--- src/hdl/cfs_pkg.sv ---
// Shared types, codes and reset values of the coupled field stencil engine.
package cfs_pkg;

  typedef struct packed {
    logic signed [31:0] field_zero;
    logic signed [31:0] field_one;
    logic signed [31:0] field_two;
    logic               frame_start;
  } src_item_t;

  typedef struct packed {
    logic signed [31:0] accel_zero;
    logic signed [31:0] accel_one;
    logic signed [31:0] accel_two;
    logic [9:0]         centre_row;
    logic [9:0]         centre_col;
    logic               saturated;
  } res_item_t;

  localparam int CFG_IDX_W = 4;

  typedef enum logic [CFG_IDX_W-1:0] {
    CFG_COEF_X,
    CFG_COEF_Y,
    CFG_MASS_SQ,
    CFG_TRIPLE_STRENGTH,
    CFG_TRIPLE_SOFTEN,
    CFG_PAIR_GAIN,
    CFG_CROSS_GAIN,
    CFG_ROW_LENGTH
  } cfg_idx_t;

  localparam logic [30:0]        RST_COEF_X          = 31'd681836544;
  localparam logic [30:0]        RST_COEF_Y          = 31'd681836544;
  localparam logic [30:0]        RST_MASS_SQ         = 31'd16777216;
  localparam logic signed [31:0] RST_TRIPLE_STRENGTH = -32'sd335544320;
  localparam logic [30:0]        RST_TRIPLE_SOFTEN   = 31'd335544320;
  localparam logic signed [31:0] RST_PAIR_GAIN       = 32'sd16609444;
  localparam logic signed [31:0] RST_CROSS_GAIN      = 32'sd0;
  localparam logic [10:0]        RST_ROW_LENGTH      = 11'd256;

  // Sequence of products run on the shared multiplier, in issue order.
  typedef enum logic [4:0] {
    OP_Q01, OP_Q02, OP_Q12, OP_P, OP_P2, OP_K, OP_D2,
    OP_T0, OP_U0, OP_F0, OP_T1, OP_U1, OP_F1, OP_T2, OP_U2, OP_F2,
    OP_LX0, OP_LY0, OP_LM0, OP_LP0,
    OP_LX1, OP_LY1, OP_LM1, OP_LP1,
    OP_LX2, OP_LY2, OP_LM2, OP_LP2,
    OP_C0, OP_C1
  } op_t;

  typedef enum logic [2:0] {
    S_IDLE, S_LOAD, S_MUL_GO, S_MUL_WAIT, S_DIV_GO, S_DIV_WAIT, S_OUT
  } state_t;

  typedef struct packed {
    logic accept;
    logic shift;
    logic clear;
    logic mul_start;
    logic div_start;
    logic load_out;
    op_t  op;
  } cmd_t;

  typedef struct packed {
    logic emit;
    logic mul_done;
    logic div_done;
    logic out_free;
  } status_t;

endpackage

--- src/hdl/cfs_ctrl.sv ---
// Sequencer: steps one transaction through window load, products, division and output.
module cfs_ctrl import cfs_pkg::*; (
  input  logic    clk,
  input  logic    rst,
  input  logic    src_valid,
  output logic    src_stall,
  input  status_t status,
  output cmd_t    cmd
);

  state_t state, state_next;
  op_t    op, op_next;

  always_ff @(posedge clk) begin
    if (rst) begin
      state <= S_IDLE;
      op    <= OP_Q01;
    end else begin
      state <= state_next;
      op    <= op_next;
    end
  end

  assign src_stall = rst || (state != S_IDLE);

  always_comb begin
    state_next = state;
    op_next    = op;
    cmd        = '0;
    cmd.op     = op;
    unique case (state)
      S_IDLE: begin
        if (src_valid && !rst) begin
          cmd.accept = 1'b1;
          state_next = S_LOAD;
        end
      end
      S_LOAD: begin
        cmd.shift = 1'b1;
        cmd.clear = 1'b1;
        if (status.emit) begin
          op_next    = OP_Q01;
          state_next = S_MUL_GO;
        end else begin
          state_next = S_IDLE;
        end
      end
      S_MUL_GO: begin
        cmd.mul_start = 1'b1;
        state_next    = S_MUL_WAIT;
      end
      S_MUL_WAIT: begin
        if (status.mul_done) begin
          priority if (op == OP_D2) begin
            state_next = S_DIV_GO;
          end else if (op == OP_C1) begin
            state_next = S_OUT;
          end else begin
            op_next    = op_t'(op + 5'd1);
            state_next = S_MUL_GO;
          end
        end
      end
      S_DIV_GO: begin
        cmd.div_start = 1'b1;
        state_next    = S_DIV_WAIT;
      end
      S_DIV_WAIT: begin
        if (status.div_done) begin
          op_next    = OP_T0;
          state_next = S_MUL_GO;
        end
      end
      S_OUT: begin
        if (status.out_free) begin
          cmd.load_out = 1'b1;
          state_next   = S_IDLE;
        end
      end
      default: state_next = S_IDLE;
    endcase
  end

endmodule

--- config.mk ---
export PLATFORM = sky130hd
export DESIGN_NAME = cfs_ctrl
export DESIGN_NICKNAME = d
export VERILOG_FILES = /design/src/hdl/cfs_pkg.sv /design/src/hdl/cfs_ctrl.sv
export SDC_FILE = /design/constraint.sdc
export NUM_CORES = 1
export LEC_CHECK = 0
export CAP_MARGIN = 0
export CORE_MARGIN = 3
export CORE_UTILIZATION = 45
export DETAILED_ROUTE_END_ITERATION = 8
export DONT_BUFFER_PORTS = 1
export GPL_TIMING_DRIVEN = 1
export PLACE_DENSITY = 0.58
export REMOVE_ABC_BUFFERS = 1
export SYNTH_ARGS = -nofsm -noshare
export SYNTH_HDL_FRONTEND = slang
export SYNTH_SLANG_ARGS = --single-unit
--- constraint.sdc ---
create_clock -name clk -period 2.4 [get_ports clk]
set_input_delay 0.12 -clock clk [delete_from_list [all_inputs] [get_ports clk]]
set_output_delay 0.12 -clock clk [all_outputs]
set_load 0.01 [all_outputs]
==> results of run 1 <==
==> power by group through the flow <==
stage / sequential, mW / combinational, mW / clock [mW]
after global placement: 0.153 / 0.0419 / 0
after global routing: 0.151 / 0.0500 / 0.117
final: 0.150 / 0.0444 / 0.105
after floorplan: 0.150 / 0.0352 / 0
after CTS: 0.150 / 0.0441 / 0.111
after detailed placement: 0.153 / 0.0409 / 0
==> path summary, 6_finish.rpt <==
kind | end | slack [ns]
worst min-delay path | state[2]$_SDFFE_PP0P_ | 0.07
worst max register to register | op[2]$_SDFFE_PP0P_ | 0.57
worst max-delay path | op[2]$_SDFFE_PP0P_ | 0.57
worst min register to register | op[4]$_SDFFE_PP0P_ | 0.61
==> placed cells by master (no fill, tap or decap), types with 2 or more instances in the layout <==
cell      instances
dfxtp_1           8
nor3_1            5
nor3b_1           2
o21ai_0           5
nand2b_1          4
nand3b_1          2
nand2_1           2
clkbuf_4          3
o31ai_1           3
a21oi_1           6
or4_1             2
inv_1             5
ha_1              3
nand3_1           3
nor2_1            9
==> cell families (layout without fill, tap and decap cells) <==
family                     Yosys count  count (layout)
muxes                                1               1
adders and majority gates            3               3
AOI/OAI and AO/OA                   23              23
buffers and inverters               10               9
DFF                                  8               8
and+or+nand+nor                     37              37
==> state kept, by name (all words and copies together), names as in the netlist <==
| register | cells |
|---|---|
| op | 5 |
| state | 3 |
==> area by class of cell <==
cell class	instances	share of cell area, %
sequential	8	24.2
tap	14	2.65
clock buffer	3	3.40
inverter	5	2.84
timing repair buffer	1	1.51
multi-input combinational	64	65.4
==> stage by stage <==
stage,hold WS (ns),std cells,utilization (%)
finish,0.0735,95,54.4
global placement,0.192,91,51.7
detailed placement,0.194,91,51.7
global route,0.0594,95,54.4
floorplan,0.189,77,-
CTS,0.0630,95,54.4
==> what timing repair did <==
action	CTS	global route
hold buffers	1	0
hold endpoints to repair	6	0
setup endpoints to repair	0	0
buffers inserted	0	0
resized for setup	0	0
==> layer usage <==
metal | vias to the layer above | share of wire [%] | track usage (%)
met3 | 5 | 9.1 | 7.47
met5 | - | 0 | 0
met4 | 0 | 2.0 | 7.23
met1 | 268 | 48 | 23.4
li1 | 303 | - | -
met2 | 26 | 41 | 21.5
==> metrics, run 1 <==
post-synthesis simple-gate area fraction=36.4%; Multi-input gate area=433 µm²; H-tree levels=1; WP depth=6; IO Port Bufs=0; chip width=43.6 µm; Compound-Gate Fraction of Synth Area=24.2%; fin crit period=1.83 ns; RSZ-0062 raised after global routing=false; Overflow after GRT=0; most frequent cells after synthesis=nor2_1 (9), dfxtp_1 (8), a21oi_1 (6); main combinational cell family by area after synthesis=simple AND/OR/NAND/NOR gates; Tot GR Track Use=16.7%; asr flop ratio synth=0%; Max-Cap Viols=0; GPL Wtd Cong=0.765; layout cells sized above 1=7.41%; crit path DAT=1.97 ns; number of fill cells=143; adder-cell share of the synthesized area=5.91%; max frequency=546 MHz; clock slew at reported path FFs=0.05 ns; NetSw=0.0866 mW; period utilization=76.3%; hpwl dp=1.07 mm; #FFs+latches synth=8; worst min-delay path startpoint=rst; Int Pwr=0.213 mW; TritonCTS Buffers=3; Pleak=0.232 nW; initial core utilization=52.3%; pin count of the biggest net entering global routing=16; share of total power in combinational logic=14.8%; Core ar.=0.00122 mm²; Slew @ Worst Pin=0.669 ns; initial antenna violation count=0; # clock sinks=8; Hold Crit Class=in -> reg; reg2reg start=op[0]$_SDFFE_PP0P_; top-area cell type share of the netlist area=25.2%; PnR Total Power=0.300 mW; Top Ports=19; global-route wire length before repair=2.35 mm; Vias=602; dominant synthesized flop cell=dfxtp_1; worst clock skew=0.00885 ns; Critical Path Source=op[0]$_SDFFE_PP0P_; cell family with most CP delay=compound AO/OA/AOI/OAI gates; Critical Path Source Type=flip-flop; Clk pwr share=35.1%; Ys Warns=0; vias per cell=6.34; VDD IR max=0.000224 V; num rows=12; number of global-route vias before repair=499; Max Slew Vio Count=0; Final Instance Area=662 µm²; Seq pwr share=50.1%; Netlist Area Pre-Place=636 µm²; Pwr Density=453 mW/mm²; switching share of total power=28.9%; headroom to the max-slew limit=55.3%; sequential-to-total area share from yosys stat=25.2%; outcome=complete, no violations; DRC viols=0; Pre-Repair DR Iteration Count=4; Layout area overhead=4.13%; largest fanout on the critical path=7; Worst R2R Path Depth=6; Worst Hold Path Cells=2; pre-CTS setup slack=0.581 ns; DIE HEIGHT=43.6 µm; classification of the worst setup path=reg -> reg; critical path cell sequence=inv_1 -> ha_1 -> nor4bb_4 -> o31a_1 -> o311ai_1 -> nand2_1; Synth area leaders=dfxtp_1 (25%), ha_1 (5.9%), nor2_1 (5.3%); CTS tree=yes; Antenna diodes=0; DRT Wirelength=1.48 mm; Post-DP Area=629 µm²; most frequent cell after synthesis=nor2_1; clk root buf=clkbuf_4; number of flops mapped to enable cells by yosys=0; number of distinct library cells after synthesis=36; Buf+Inv Stages, Crit Path=1; CTS Buffer Depth=2; Hold Vio Cnt, Final=0; first-iteration detailed-routing DRC count=18; Synth Instances=82; CP required=2.54 ns; mean post-synth cell area=7.75 µm²; # setup viols final=0; Synth area leader=dfxtp_1; Setup TNS=0 ns; Setup WS post-layout=0.569 ns; Storage cell area=160 µm²; DR WL/cell=15.6 µm; slowest cell on the critical path=dfxtp_1; post-route ant nets=0; Critical Path Sink Type=flip-flop; Clk Latency, worst-skew pair=0.26 ns; Nets=93; multiplexer share of the synthesized area=1.57%; Crit path largest cell delay=0.48 ns; Synth Area in XOR/XNOR=0%; die area=0.00190 mm²
(Power assumes the default switching activity.)
==> run 2: changes to the inputs <==
==> constraint.sdc (replaced) <==
create_clock -name clk -period 1.8 [get_ports clk]
set_input_delay 0.09 -clock clk [delete_from_list [all_inputs] [get_ports clk]]
set_output_delay 0.09 -clock clk [all_outputs]
set_load 0.01 [all_outputs]
==> run 2 against run 1 <==
Total power up 36%. Die area unchanged. Routed wire length up 11%. Clock skew down 0.0074 ns. Final cell count up 7.4%. Worst setup slack worse by 0.39 ns. Non-clock buffer count up 7. Register-to-register slack worse by 0.39 ns. Via count up 5.8%. Cell area up 7.9%. Highest routed layer unchanged.
==> metrics, run 2 (synthesized netlist as in run 1, its figures left out) <==
outcome=complete, no violations; DRC viols=0 (unchanged); # clock sinks=8 (unchanged); initial antenna violation count=0 (unchanged); Hold Crit Class=in -> reg; Post-DP Area=682 µm² (+8.3%); biggest regs=op x5, state x3; IO Port Bufs=0 (unchanged); Critical Path Sink Type=output port; Pleak=0.268 nW (+16%); cell family with most CP delay=simple AND/OR/NAND/NOR gates; critical path cell sequence=or4_1 -> nor2_1; DR WL/cell=16.1 µm (+3.3%); crit path DAT=1.53 ns (-0.44 ns); GPL Wtd Cong=0.780 (+2.0%); layout cells sized above 1=14.8% (+7.4 points); leading cell type in the layout, fill and taps excluded=nor2_1; CTS Buffer Depth=2 (unchanged); clk root buf=clkbuf_4; Antenna diodes=0 (unchanged); cts repair resizes=0 (unchanged); Clk Latency, worst-skew pair=0.25 ns (about the same); Core ar.=0.00122 mm² (unchanged); number of fill cells=120 (-16%); Critical Path Source Type=flip-flop; Buf+Inv Stages, Crit Path=0 (-1); Max Slew Vio Count=0 (unchanged); max frequency=616 MHz; Tot GR Track Use=19.5% (+2.8 points); Max-Cap Viols=0 (unchanged); Crit path largest cell delay=0.63 ns (+0.15 ns); Hold Vio Cnt, Final=0 (unchanged); commonest cells after routing, fill and taps aside=nor2_1 (9), dfxtp_1 (8), buf_4 (7), a21oi_1 (6); worst clock skew=0.00146 ns (-0.00739 ns); slowest cell on the critical path=or4_1; Top reg by flops=op; CTS tree=yes; num rows=12 (unchanged); number of setup buffers added after CTS=0 (unchanged); max reg flops=5 (unchanged); vias per cell=6.25 (-1.4%); clock slew at reported path FFs=0.05 ns (about the same); H-tree levels=1 (unchanged); classification of the worst setup path=reg -> out; hpwl dp=1.23 mm (+14%); fin crit period=1.62 ns; # setup viols final=0 (unchanged); global-route wire length before repair=2.74 mm (+17%); chip width=43.6 µm (unchanged); period utilization=90.1%; Vias=637 (+5.8%); Nets=100 (+7.5%); Final Instance Area=714 µm² (+7.9%); largest fanout on the critical path=14 (+7); initial core utilization=52.3% (unchanged); Pwr Density=570 mW/mm² (+26%); die area=0.00190 mm² (unchanged); DIE HEIGHT=43.6 µm (unchanged); RSZ-0062 raised after global routing=false; Layout area overhead=12.4%; headroom to the max-slew limit=70.2% (+15 points); Pre-Repair DR Iteration Count=4 (unchanged); CP required=1.71 ns (-0.83 ns); VDD IR max=0.000332 V (+48%); number of global-route vias before repair=575 (+15%); Slew @ Worst Pin=0.443 ns (-0.227 ns); pin count of the biggest net entering global routing=15 (-1); DRT Wirelength=1.65 mm (+11%); Top Ports=19 (unchanged); first-iteration detailed-routing DRC count=16 (-2); Setup TNS=0 ns (unchanged); TritonCTS Buffers=3 (unchanged); post-route ant nets=0 (unchanged); Overflow after GRT=0 (unchanged)
-- run 2: cell types whose count changed in the layout (fill, tap and decap cells not counted), sizes merged --
cell | previous run | this run
buf | 0 | 7
-- run 2: report_power, final --
group	switching [mW]	total [mW]	internal (mW)
clock network	0.0596	0.136	0.0762
registers	0.0102	0.194	0.183
logic	0.0457	0.0777	0.0320
-- run 2: worst reg2reg max path, delay by kind of cell (launching register included) --
family | cells | cell delay (ns)
compound gates | 3 | 0.71
fa+ha+maj | 1 | 0.20
buf+inv | 1 | 0.06
flops | 1 | 0.36
simple gates | 1 | 0.18
-- run 2: final timing paths --
path | from | to | slack [ns] | cells past startpoint
min reg2reg | op[0]$_SDFFE_PP0P_ | op[0]$_SDFFE_PP0P_ | 0.57 | 2
min | rst | state[2]$_SDFFE_PP0P_ | 0.06 | 2
max | state[0]$_SDFFE_PP0P_ | cmd[10] | 0.18 | 2
max reg2reg | op[0]$_SDFFE_PP0P_ | op[4]$_SDFFE_PP0P_ | 0.18 | 6
-- run 2: layout make-up --
| class | instances | area, µm² | area share [%] |
|---|---|---|---|
| Multi-Input combinational cell | 64 | 433 | 60.6 |
| Sequential cell | 8 | 160 | 22.4 |
| Timing Repair Buffer | 8 | 62.6 | 8.76 |
| Clock buffer | 3 | 22.5 | 3.15 |
| Inverter | 5 | 18.8 | 2.63 |
| Tap cell | 14 | 17.5 | 2.45 |
-- run 2: stage by stage --
stage	util, %	setup slack (ns)	power [mW]	hold slack (ns)	instances
3_3_place_gp	56.1	0.209	0.270	0.161	98
5_1_grt	58.7	0.0184	0.432	0.0492	102
6_report	58.7	0.178	0.407	0.0602	102
4_1_cts	58.7	0.132	0.414	0.0444	102
3_5_place_dp	56.1	0.157	0.270	0.165	98
2_1_floorplan	-	0.149	0.246	0.159	77
-- run 2: what timing repair did --
item                                    4_1_cts  5_1_grt
endpoints found under the hold margin         6        0
hold buffers                                  1        0
endpoints found under the setup margin        0        0
-- run 2: layer usage --
metal  share of wire [%]  track usage (%)  vias to the layer above
li1                    -                -                      316
met1                  49             26.1                      299
met2                  42             27.3                       20
met4                0.85             6.02                        0
met5                   0                0                        -
met3                 7.8             9.54                        2
==> run 3: changes to the inputs <==
--- a/config.mk
+++ b/config.mk
@@ -11,7 +11,7 @@
 export DETAILED_ROUTE_END_ITERATION = 8
 export DONT_BUFFER_PORTS = 1
 export GPL_TIMING_DRIVEN = 1
-export PLACE_DENSITY = 0.58
+export PLACE_DENSITY = 0.6
 export REMOVE_ABC_BUFFERS = 1
 export SYNTH_ARGS = -nofsm -noshare
 export SYNTH_HDL_FRONTEND = slang
==> constraint.sdc (replaced) <==
create_clock -name clk -period 1.4 [get_ports clk]
set_input_delay 0.07 -clock clk [delete_from_list [all_inputs] [get_ports clk]]
set_output_delay 0.07 -clock clk [all_outputs]
set_load 0.01 [all_outputs]
==> run 3 against run 2 <==
Highest routed layer unchanged. Die area stayed put. First-iteration DRC count is 6.3% higher. Clock power is 27% higher. Clock skew is 0.0089 ns higher. Cell area is 32% higher. The flow now finishes with violations (negative setup slack). Sequential share of layout area is 4.2 points lower. Worst setup slack worse by 0.28 ns. Register-to-register slack worse by 0.28 ns. Global-route usage is 0.91 points higher. Hold slack worse by 0.023 ns. Via count is 12% higher. Flip-flop and latch count stayed put. Largest power group unchanged.
==> metrics, run 3 (synthesized netlist as in run 1, its figures left out) <==
global-route wire length before repair=3.02 mm (+10%); clk root buf=clkbuf_4; VDD IR max=0.000490 V (+48%); CTS tree=yes; outcome=complete, but fails checks; number of fill cells=95 (-21%); worst clock skew=0.0103 ns (+0.00886 ns); initial core utilization=52.3% (unchanged); share of total power in combinational logic=27.0% (+7.9 points); clock slew at reported path FFs=0.06 ns (about the same); num rows=12 (unchanged); Vias=712 (+12%); max reg flops=5 (unchanged); Top reg by flops=op; H-tree levels=1 (unchanged); NetSw=0.166 mW (+44%); Layout area overhead=48.4%; CP required=1.52 ns (-0.19 ns); first-iteration detailed-routing DRC count=17 (+1); crit path DAT=1.63 ns (+0.10 ns); Max-Cap Viols=0 (unchanged); # setup viols final=7 (+7); Seq pwr share=43.1% (-4.5 points); DRC viols=0 (unchanged); leading cell type in the layout, fill and taps excluded=buf_4; Core ar.=0.00122 mm² (unchanged); period utilization=108%; initial antenna violation count=0 (unchanged); headroom to the max-slew limit=80.9% (+11 points); Max Slew Vio Count=0 (unchanged); DRT Wirelength=1.87 mm (+14%); Int Pwr=0.411 mW (+41%); Critical R2R Capture=op[1]$_SDFFE_PP0P_; hpwl dp=1.29 mm (+5.1%); Pwr Density=612 mW/mm² (+7.4%); Pleak=0.375 nW (+40%); post-route ant nets=0 (unchanged); fin crit period=1.51 ns; worst min-delay path startpoint=rst; pin count of the biggest net entering global routing=10 (-5); Tot GR Track Use=20.4% (+0.91 points); RSZ-0062 raised after global routing=true; CTS Buffer Depth=2 (unchanged); Nets=117 (+17%); DR WL/cell=15.7 µm (-2.7%); Final Non-Filler Cells=119 (+17%); Pre-Repair DR Iteration Count=4 (unchanged); layout cells sized above 1=44.8% (+30 points); Antenna diodes=0 (unchanged); chip width=43.6 µm (unchanged); Hold Path Sink=op[2]$_SDFFE_PP0P_; max frequency=664 MHz; Slew @ Worst Pin=0.286 ns (-0.157 ns); switching share of total power=28.8% (+0.47 points); Hold Vio Cnt, Final=0 (unchanged); reg2reg start=op[1]$_SDFFE_PP0P_; Clk pwr share=30.0% (-3.4 points); die area=0.00190 mm² (unchanged); number of global-route vias before repair=672 (+17%); PnR Total Power=0.577 mW (+42%); Worst Hold Path Cells=3 (+1); classification of the worst setup path=reg -> reg; GPL Wtd Cong=0.874 (+12%); Overflow after GRT=0 (unchanged); pre-CTS setup slack=-0.277 ns (-0.433 ns); TritonCTS Buffers=3 (unchanged); IO Port Bufs=0 (unchanged); DIE HEIGHT=43.6 µm (unchanged); setup slack, reg-to-reg=-0.11 ns (-0.28 ns); vias per cell=5.98 (-4.2%); biggest regs=op x5, state x3; Setup WS post-layout=-0.107 ns (-0.285 ns); Layout Utilization=77.6% (+19 points); failing checks=negative setup slack; largest fanout on the critical path=5 (-9); Worst R2R Path Depth=6 (unchanged); Critical Path Source Type=flip-flop; Multi-input gate area=509 µm² (+18%); hold slack=0.0367 ns (-0.0235 ns); # clock sinks=8 (unchanged); Clk Latency, worst-skew pair=0.26 ns (about the same); Critical Path Sink Type=flip-flop; commonest cells after routing, fill and taps aside=buf_4 (21), nor2_1 (8), a21oi_1 (6), o21ai_0 (5); Hold Crit Class=in -> reg; Storage cell area=171 µm² (+7.0%); Placed Cells=110 (+12%); Top Ports=19 (unchanged)
-- run 3: power by group through the flow --
stage	registers [mW]	clock network (mW)	logic (mW)
6_report	0.248	0.173	0.156
5_1_grt	0.249	0.194	0.169
4_1_cts	0.247	0.178	0.134
3_5_place_dp	0.250	0	0.116
3_3_place_gp	0.250	0	0.114
2_1_floorplan	0.256	0	0.0604
-- run 3: per-layer routing --
metal | vias to the layer above | track usage (%) | wire length [µm]
met5 | - | 0 | 0
met4 | 0 | 7.83 | 18
met3 | 4 | 4.56 | 103
met2 | 20 | 32.0 | 828
met1 | 336 | 27.0 | 919
li1 | 352 | - | -
-- run 3: what timing repair did --
item / in CTS / in global routing
setup buffers: 2 / 3
hold endpoints to repair: 6 / 0
setup endpoints to repair: 8 / 10
pin swaps: 11 / 5
resized for setup: 16 / 11
cloned: 0 / 0
hold buffers: 1 / 0
-- run 3: final cells by class --
cell class,instances,share of cell area (%)
Tap cell,14,1.86
Multi-Input combinational cell,64,54.0
Inverter,5,2.25
Clock buffer,3,2.39
Timing Repair Buffer,25,21.4
Sequential cell,8,18.2
-- run 3: worst max path at each step --
stage,from,endpoint,slack (ns),depth (start not counted)
after floorplan,op[0]$_SDFFE_PP0P_,op[2]$_SDFFE_PP0P_,-0.25,6
after global placement,op[1]$_SDFFE_PP0P_,op[2]$_SDFFE_PP0P_,-0.24,6
after detailed placement,op[1]$_SDFFE_PP0P_,op[2]$_SDFFE_PP0P_,-0.28,6
after CTS,op[0]$_SDFFE_PP0P_,op[2]$_SDFFE_PP0P_,-0.10,6
after global routing,op[1]$_SDFFE_PP0P_,op[1]$_SDFFE_PP0P_,-0.19,6
final,op[1]$_SDFFE_PP0P_,op[1]$_SDFFE_PP0P_,-0.11,6
-- run 3: worst max-delay path, cell delays in order, from the launching register on --
cell,delay [ns]
dfxtp_4,0.37
inv_2,0.05
ha_4,0.14
and4_1,0.15
o31a_1,0.37
nor3_1,0.23
nor3_1,0.08
-- run 3: metrics by stage --
step / instance area, µm² / setup TNS, ns
after detailed placement: 772 / -0.982
after global placement: 772 / -0.871
after CTS: 876 / -0.612
after floorplan: 612 / -0.920
after global routing: 943 / -0.986
final: 943 / -0.517
